==> config.mk <==
export PLATFORM = sky130hd
export DESIGN_NAME = overwriting_history_ring_flat
export DESIGN_NICKNAME = d
export VERILOG_FILES = /design/src/hw/rtl/ohr_pkg.sv /design/src/hw/rtl/ohr_if.sv /design/src/hw/rtl/overwriting_history_ring.sv /design/src/hw/rtl/ohr_ram.sv /design/src/hw/rtl/ohr_ptrs.sv /design/src/flat_wrapper.sv
export SDC_FILE = /design/constraint.sdc
export NUM_CORES = 1
export LEC_CHECK = 0
export ABC_AREA = 0
export BUFFER_PORTS_ARGS = -buffer_cell sky130_fd_sc_hd__clkbuf_2
export CAP_MARGIN = 20
export CORE_ASPECT_RATIO = 0.8
export CORE_MARGIN = 4
export CORE_UTILIZATION = 25
export CTS_BUF_LIST = sky130_fd_sc_hd__clkbuf_8
export DETAILED_ROUTE_END_ITERATION = 8
export HOLD_SLACK_MARGIN = 0.1
export SYNTH_ARGS = -nofsm -noshare
export SYNTH_HDL_FRONTEND = slang
export SYNTH_HIERARCHICAL = 1
export SYNTH_SLANG_ARGS = --single-unit
export TNS_END_PERCENT = 50
==> constraint.sdc <==
create_clock -name clock -period 8.9 [get_ports clock]
set_input_delay 1.335 -clock clock [delete_from_list [all_inputs] [get_ports clock]]
set_output_delay 1.335 -clock clock [all_outputs]
set_load 0.01 [all_outputs]
==> src/hw/rtl/ohr_pkg.sv <==
// Package for the overwriting history ring: sizes, operation codes and the
// structs passed between the pointer unit, the byte RAM and the top level.
// No dependencies.
package ohr_pkg;

   // ring storage; the ring holds at most DEPTH-1 bytes
   localparam int DEPTH = 64;
   localparam int PTR_W = $clog2(DEPTH);
   // width that holds a pointer plus a read offset without overflow
   localparam int SUM_W = ((PTR_W > 6) ? PTR_W : 6) + 1;

   localparam logic [15:0] COL_MAX = 16'hFFFF;

   typedef logic [PTR_W-1:0] ptr_type;
   typedef logic [SUM_W-1:0] sum_type;

   typedef enum logic [1:0] {
      OP_PUSH  = 2'd0,
      OP_FLUSH = 2'd1,
      OP_READ  = 2'd2,
      OP_NOP   = 2'd3
   } op_type;

   // RAM access issued by the pointer unit
   typedef struct packed {
      logic    wr_en;
      ptr_type wr_addr;
      logic [7:0] wr_data;
      logic    rd_en;
      ptr_type rd_addr;
   } mem_req_type;

   // status as held after the last item
   typedef struct packed {
      logic [5:0]  fill_level;
      logic        overwritten;
      logic [15:0] column_count;
   } status_type;

endpackage

==> src/hw/rtl/ohr_if.sv <==
// Valid/ready channel interfaces for the overwriting history ring:
// the request channel and the result channel. Depends on nothing.
interface ohr_req_if;
   logic       valid;
   logic       ready;
   logic [1:0] operation;
   logic [7:0] data_byte;
   logic [5:0] read_offset;

   modport source (output valid, output operation, output data_byte,
                   output read_offset, input ready);
   modport sink   (input valid, input operation, input data_byte,
                   input read_offset, output ready);
endinterface

interface ohr_rsp_if;
   logic        valid;
   logic        ready;
   logic [7:0]  read_byte;
   logic        read_valid;
   logic [5:0]  fill_level;
   logic        overwritten;
   logic [15:0] column_count;

   modport source (output valid, output read_byte, output read_valid,
                   output fill_level, output overwritten, output column_count,
                   input ready);
   modport sink   (input valid, input read_byte, input read_valid,
                   input fill_level, input overwritten, input column_count,
                   output ready);
endinterface

==> src/hw/rtl/overwriting_history_ring.sv <==
// Overwriting history ring, top level: request handshake, byte RAM, pointer
// unit and the result register. Depends on ohr_pkg, ohr_if, ohr_ram, ohr_ptrs.
//
// Keeps the last 63 bytes pushed, oldest first; a push into a full ring drops
// the oldest byte and sets the overwrite flag until the next flush. Every
// request word gives exactly one result word. From acceptance, a word passes
// through the pointer update and the registered RAM read, then the load of
// the result register. The next word is accepted once the result has been
// taken, so only one word is in the block at a time. The byte RAM needs no
// clearing after reset.
module overwriting_history_ring (
   input  logic     clock,
   input  logic     reset,
   ohr_req_if.sink   req_port,
   ohr_rsp_if.source rsp_port
);
   import ohr_pkg::*;

   mem_req_type mem_req;
   status_type  status;
   logic [7:0]  rd_data;
   logic        read_hit;
   logic        accept;

   logic        pend_ff, pend_in;
   logic        hit_ff;
   logic        rsp_valid_ff, rsp_valid_in;
   logic [7:0]  rbyte_ff;
   logic        rvalid_ff;
   status_type  status_ff;

   assign req_port.ready = ~pend_ff & ~rsp_valid_ff;
   assign accept         = req_port.valid & req_port.ready;

   ohr_ptrs u_ptrs (
      .clock       (clock),
      .reset       (reset),
      .accept      (accept),
      .operation   (op_type'(req_port.operation)),
      .data_byte   (req_port.data_byte),
      .read_offset (req_port.read_offset),
      .mem_req     (mem_req),
      .read_hit    (read_hit),
      .status      (status)
   );

   ohr_ram u_ram (
      .clock   (clock),
      .mem_req (mem_req),
      .rd_data (rd_data)
   );

   // control: one word in flight, then the result register
   always_comb begin
      pend_in      = pend_ff;
      rsp_valid_in = rsp_valid_ff;
      if (rsp_valid_ff && rsp_port.ready) begin
         rsp_valid_in = 1'b0;
      end
      if (accept) begin
         pend_in = 1'b1;
      end else if (pend_ff) begin
         pend_in      = 1'b0;
         rsp_valid_in = 1'b1;
      end
   end

   always_ff @(posedge clock) begin
      if (reset) begin
         pend_ff      <= 1'b0;
         rsp_valid_ff <= 1'b0;
      end else begin
         pend_ff      <= pend_in;
         rsp_valid_ff <= rsp_valid_in;
      end
   end

   // payload: read hit at acceptance, result word loaded in the cycle after
   always_ff @(posedge clock) begin
      if (accept) begin
         hit_ff <= read_hit;
      end
      if (pend_ff) begin
         rbyte_ff  <= hit_ff ? rd_data : 8'd0;
         rvalid_ff <= hit_ff;
         status_ff <= status;
      end
   end

   assign rsp_port.valid        = rsp_valid_ff;
   assign rsp_port.read_byte    = rbyte_ff;
   assign rsp_port.read_valid   = rvalid_ff;
   assign rsp_port.fill_level   = status_ff.fill_level;
   assign rsp_port.overwritten  = status_ff.overwritten;
   assign rsp_port.column_count = status_ff.column_count;

endmodule

==> src/hw/rtl/ohr_ram.sv <==
// Byte store of the history ring: one write port, one read port with
// registered read data. Depends on ohr_pkg.
module ohr_ram (
   input  logic                clock,
   input  ohr_pkg::mem_req_type mem_req,
   output logic [7:0]          rd_data
);
   import ohr_pkg::*;

   logic [7:0] mem_ff [DEPTH];
   logic [7:0] rd_data_ff;

   // write port
   always_ff @(posedge clock) begin
      if (mem_req.wr_en) begin
         mem_ff[mem_req.wr_addr] <= mem_req.wr_data;
      end
   end

   // read port, registered
   always_ff @(posedge clock) begin
      if (mem_req.rd_en) begin
         rd_data_ff <= mem_ff[mem_req.rd_addr];
      end
   end

   assign rd_data = rd_data_ff;

endmodule

==> src/hw/rtl/ohr_ptrs.sv <==
// Pointer unit of the history ring: oldest and write pointers, aligned flag
// and column count; turns each accepted push into a RAM write and each read hit into a RAM read.
// Depends on ohr_pkg.
module ohr_ptrs (
   input  logic                 clock,
   input  logic                 reset,
   input  logic                 accept,
   input  ohr_pkg::op_type      operation,
   input  logic [7:0]           data_byte,
   input  logic [5:0]           read_offset,
   output ohr_pkg::mem_req_type mem_req,
   output logic                 read_hit,
   output ohr_pkg::status_type  status
);
   import ohr_pkg::*;

   ptr_type     oldest_ff, oldest_in;
   ptr_type     wptr_ff, wptr_in;
   logic        aligned_ff, aligned_in;
   logic [15:0] count_ff, count_in;

   sum_type fill;
   sum_type idx_sum;
   sum_type idx_wrap;
   logic    full;

   function automatic ptr_type wrap_inc(ptr_type p);
      return (p == PTR_W'(DEPTH - 1)) ? '0 : p + 1'b1;
   endfunction

   // fill level, modulo the ring depth
   always_comb begin
      if (wptr_ff >= oldest_ff) begin
         fill = SUM_W'(wptr_ff) - SUM_W'(oldest_ff);
      end else begin
         fill = SUM_W'(wptr_ff) + SUM_W'(DEPTH) - SUM_W'(oldest_ff);
      end
   end

   assign full = (fill >= SUM_W'(DEPTH - 1));

   // read address; only used on a hit, where offset < fill < DEPTH
   assign idx_sum  = SUM_W'(oldest_ff) + SUM_W'(read_offset);
   assign idx_wrap = (idx_sum >= SUM_W'(DEPTH)) ? idx_sum - SUM_W'(DEPTH) : idx_sum;
   assign read_hit = (operation == OP_READ) && (SUM_W'(read_offset) < fill);

   // state update per accepted word
   always_comb begin
      oldest_in  = oldest_ff;
      wptr_in    = wptr_ff;
      aligned_in = aligned_ff;
      count_in   = count_ff;
      if (accept) begin
         case (operation)
            OP_PUSH: begin
               if (full) begin
                  oldest_in  = wrap_inc(oldest_ff);
                  aligned_in = 1'b0;
               end
               wptr_in = wrap_inc(wptr_ff);
               if (count_ff != COL_MAX) begin
                  count_in = count_ff + 16'd1;
               end
            end
            OP_FLUSH: begin
               oldest_in  = '0;
               wptr_in    = '0;
               aligned_in = 1'b1;
               count_in   = '0;
            end
            default: begin
            end
         endcase
      end
   end

   always_ff @(posedge clock) begin
      if (reset) begin
         oldest_ff  <= '0;
         wptr_ff    <= '0;
         aligned_ff <= 1'b1;
         count_ff   <= '0;
      end else begin
         oldest_ff  <= oldest_in;
         wptr_ff    <= wptr_in;
         aligned_ff <= aligned_in;
         count_ff   <= count_in;
      end
   end

   // RAM access
   assign mem_req.wr_en   = accept && (operation == OP_PUSH);
   assign mem_req.wr_addr = wptr_ff;
   assign mem_req.wr_data = data_byte;
   assign mem_req.rd_en   = accept && read_hit;
   assign mem_req.rd_addr = idx_wrap[PTR_W-1:0];

   // status of the registered state
   assign status.fill_level   = fill[5:0];
   assign status.overwritten  = ~aligned_ff;
   assign status.column_count = count_ff;

endmodule
==> src/flat_wrapper.sv <==
// flat-port wrapper written by rule: the top's interface ports become plain ports
module overwriting_history_ring_flat import ohr_pkg::*;
  (clock, reset, req_port_valid, req_port_operation, req_port_data_byte, req_port_read_offset, req_port_ready, rsp_port_valid, rsp_port_read_byte, rsp_port_read_valid, rsp_port_fill_level, rsp_port_overwritten, rsp_port_column_count, rsp_port_ready);
  ohr_req_if req_port_i ();
  ohr_rsp_if rsp_port_i ();
  input  logic clock;
  input  logic reset;
  input wire logic [$bits(req_port_i.valid)-1:0] req_port_valid;
  input wire logic [$bits(req_port_i.operation)-1:0] req_port_operation;
  input wire logic [$bits(req_port_i.data_byte)-1:0] req_port_data_byte;
  input wire logic [$bits(req_port_i.read_offset)-1:0] req_port_read_offset;
  output wire logic [$bits(req_port_i.ready)-1:0] req_port_ready;
  output wire logic [$bits(rsp_port_i.valid)-1:0] rsp_port_valid;
  output wire logic [$bits(rsp_port_i.read_byte)-1:0] rsp_port_read_byte;
  output wire logic [$bits(rsp_port_i.read_valid)-1:0] rsp_port_read_valid;
  output wire logic [$bits(rsp_port_i.fill_level)-1:0] rsp_port_fill_level;
  output wire logic [$bits(rsp_port_i.overwritten)-1:0] rsp_port_overwritten;
  output wire logic [$bits(rsp_port_i.column_count)-1:0] rsp_port_column_count;
  input wire logic [$bits(rsp_port_i.ready)-1:0] rsp_port_ready;
  assign req_port_i.valid = req_port_valid;
  assign req_port_i.operation = req_port_operation;
  assign req_port_i.data_byte = req_port_data_byte;
  assign req_port_i.read_offset = req_port_read_offset;
  assign req_port_ready = req_port_i.ready;
  assign rsp_port_valid = rsp_port_i.valid;
  assign rsp_port_read_byte = rsp_port_i.read_byte;
  assign rsp_port_read_valid = rsp_port_i.read_valid;
  assign rsp_port_fill_level = rsp_port_i.fill_level;
  assign rsp_port_overwritten = rsp_port_i.overwritten;
  assign rsp_port_column_count = rsp_port_i.column_count;
  assign rsp_port_i.ready = rsp_port_ready;
  overwriting_history_ring u_core (.clock(clock), .reset(reset), .req_port(req_port_i), .rsp_port(rsp_port_i));
endmodule
==> flow_summary.toml <==
[finish]
layout-drive-gt1-share_pct = 23.6
final_cells = 2638
syn2layout_area_growth_pct = 13.9
fin_util_pct = 28.7
finish.net_count = 1387

[floorplan]
dieArea_mm2 = 0.0988
initial_utilization_pct = 25.2
row_count = 100
die-width_um = 350
die_y_um = 282
core_area_mm2 = 0.0930
pin_count = 54

[clocking]
h-tree-depth = 3
cts_repair_resize_count = 0
cts.sinks = 584
cts_max_path_buffers = 3
cts_tree = "done"
cts_buffers = 88
cts_setup_buffers = 0
clk_latency_ns = 0.67
cts_root_buf = "clkbuf_8"
clk_pin_slew_ns = 0.07
hold_buffers = 0

[global_route]
grt_usage_pct = 11.2
grt_antenna_before_repair = 5
grt_first_pass_wirelength_um = 83000
grt_max_degree = 65
grt_remaining_overflow = 0
first_global_vias = 12300

[timing]
drv_slew = 0
finalCritPeriodShare_pct = 50.9
rsz0062_at_grt = "no"
layout_min_cycle_time_ns = 4.53
fmax_ghz = 0.221
finalHoldWorstSlack_ns = 0.450
tns_ns = 0
slew_headroom_pct = 25.9
worst_slew_pin_slew_ns = 1.11
finalHoldViolCount = 0
fin_skew_ns = 0.0312
setup_viol = 0

[placement]
portBuffers = 53
gp_congestion = 0.780
placed_cells = 2479
dpl.hpwl_um = 33600

[worst_hold_path]
hp-start = "u_core/u_ptrs/aligned_ff"
min_to = "u_core/u_ptrs/aligned_ff"
hold_depth = 2
hp-class = "flop to flop"

[worst_setup_path]
critical_path_class = "input port to flop"
arrival_ns = 4.93
crit_required_ns = 9.30
r2r-start = "u_core/u_ptrs/oldest_ff[0]"
path_max_fanout = 42
r2r_cells = 10
rrSetupSlack_ns = 4.68
cp-end-kind = "flop"
start_kind = "input port"
r2r-end = "u_core/u_ram/rd_data[0]"

[routing]
dr.pass1.iters = 7
drtIter0Drc = 1344
route.vias.total = 12300
vias_per_cell = 4.65
detail_route.wl_per_cell_um = 21.2
routed_wirelength_um = 56000
final_antenna_net_count = 0
drc_errors = 0

[logic_synthesis]
synth_top_cell_by_area = "edfxtp_1"
synthFlopType = "edfxtp_1"
yosys_warnings = 6
synth-edff-count = 553
netlist_area_mm2 = 0.0234
synthArstFlopShare_pct = 0
synth_common_cells = "553 x edfxtp_1, 126 x mux4_2, 111 x nor2_1"
yosys.area.top_type_share_pct = 70.8
synth_area_leaders = "edfxtp_1 71%, mux4_2 12%, dfxtp_1 2.6%"
synth_nets = 1287
ys_ff_latch = 584
avgSynthCellArea_um2 = 18.8
post-synth-top-count-cell = "edfxtp_1"
seq_area_frac_synth_pct = 73.5
synthesis.instances = 1246
synth.distinct_cells = 64

[pwr]
power_density_mw_per_mm2 = 201
irDropWorstVdd_uv = 105
leakage_nw = 8.37

[flow_run]
drv_cap = 0

[status]
status = "finished clean"
cells in the final DEF (no fill, tap or decap), types with 4 or more instances in the layout:
| cell | n |
|---|---|
| a22oi_1 | 4 |
| mux4_2 | 126 |
| mux2i_1 | 24 |
| edfxtp_1 | 553 |
| a211oi_1 | 4 |
| nor2_1 | 111 |
| clkinv_1 | 23 |
| and2_1 | 11 |
| clkbuf_2 | 53 |
| ha_1 | 18 |
| o21a_1 | 5 |
| nand2b_1 | 14 |
| o21ai_0 | 13 |
| clkbuf_8 | 91 |
| o22ai_1 | 8 |
| nand4_1 | 10 |
| bufinv_16 | 4 |
| nor4_1 | 4 |
| nand3_1 | 24 |
| nor2b_1 | 18 |
| dfxtp_1 | 31 |
| or3_1 | 5 |
| nand2_1 | 35 |
| nor3_1 | 13 |
| o221ai_1 | 8 |
| clkinv_2 | 4 |
| buf_4 | 19 |
| a21oi_1 | 25 |
| inv_1 | 52 |
| a221oi_1 | 6 |
| mux2_2 | 14 |
| nand3b_1 | 7 |
| and3_1 | 4 |
| xor2_1 | 10 |
state kept, by name, summed over array words and instances, names as in the netlist, 6 cells and up:
name / flops
u_core/rsp_port.column_count: 16
u_core/u_ptrs/count_ff: 16
u_core/u_ptrs/oldest_ff: 6
u_core/u_ptrs/wptr_ff: 6
u_core/rsp_port.fill_level: 6
u_core/u_ram/rd_data: 8
u_core/rsp_port.read_byte: 8
u_core/u_ram/mem_ff: 512
cells by family (layout without fill, tap and decap cells):
kind of cell	Yosys count	in the layout	share of synthesized area (%)
AND/OR/NAND/NOR	268	268	5.57
flip-flops	584	584	73.5
other	0	1	0
buffers and inverters	86	253	2.04
multiplexers	164	164	13.8
XOR/XNOR	18	18	0.736
adder cells (fa/ha/maj)	21	21	1.18
AO/OA/AOI/OAI	105	105	3.19
report_power, final:
part           leakage, nW  switching [mW]  internal [mW]  total (mW)
registers             5.24         0.00540           3.01        3.02
clock network        0.944            1.02           1.07        2.09
logic                 2.19           0.165         0.0967       0.262
layout make-up:
class	count	area [µm²]
Fill cell	9110	66300
Sequential cell	584	17200
Multi-Input combinational cell	576	5770
Tap cell	1224	1530
Clock buffer	91	1250
Timing Repair Buffer	73	428
Clock inverter	66	392
Inverter	23	88.8
Antenna cell	1	2.50
metal layers:
layer	GRT usage (%)	vias up	part of all wire [%]
met4	2.65	8	1.3
met2	16.0	535	43
met1	16.2	6410	46
li1	-	5226	-
met3	4.28	79	9.7
met5	0	-	0.079
worst max path at each step:
stage	from	to	depth (start not counted)
CTS	req_port_read_offset[0]	u_core/u_ram/rd_data[0]	11
finish	req_port_read_offset[0]	u_core/u_ram/rd_data[0]	11
floorplan	req_port_read_offset[0]	u_core/u_ram/rd_data[0]	13
global placement	req_port_read_offset[0]	u_core/u_ram/rd_data[0]	11
detailed placement	req_port_read_offset[0]	u_core/u_ram/rd_data[0]	11
global route	req_port_read_offset[0]	u_core/u_ram/rd_data[0]	11
stage by stage:
stage | setup slack (ns) | total power [mW] | area [µm²]
2_1_floorplan | 4.96 | 3.25 | 23400
3_3_place_gp | 3.62 | 3.34 | 25000
3_5_place_dp | 3.67 | 3.34 | 25000
4_1_cts | 4.43 | 5.43 | 26700
5_1_grt | 4.26 | 5.58 | 26700
6_report | 4.37 | 5.37 | 26700
critical path, stage by stage:
cell and delay, ns:
clkbuf_2 0.14, ha_4 0.14, inv_1 0.05, fa_1 0.42
xnor2_2 0.13, buf_4 0.47, buf_4 0.64, mux4_2 0.44
mux2_2 0.29, a221oi_1 0.65, o2bb2ai_1 0.15
Note: power is estimated with default switching activity, not from simulation.
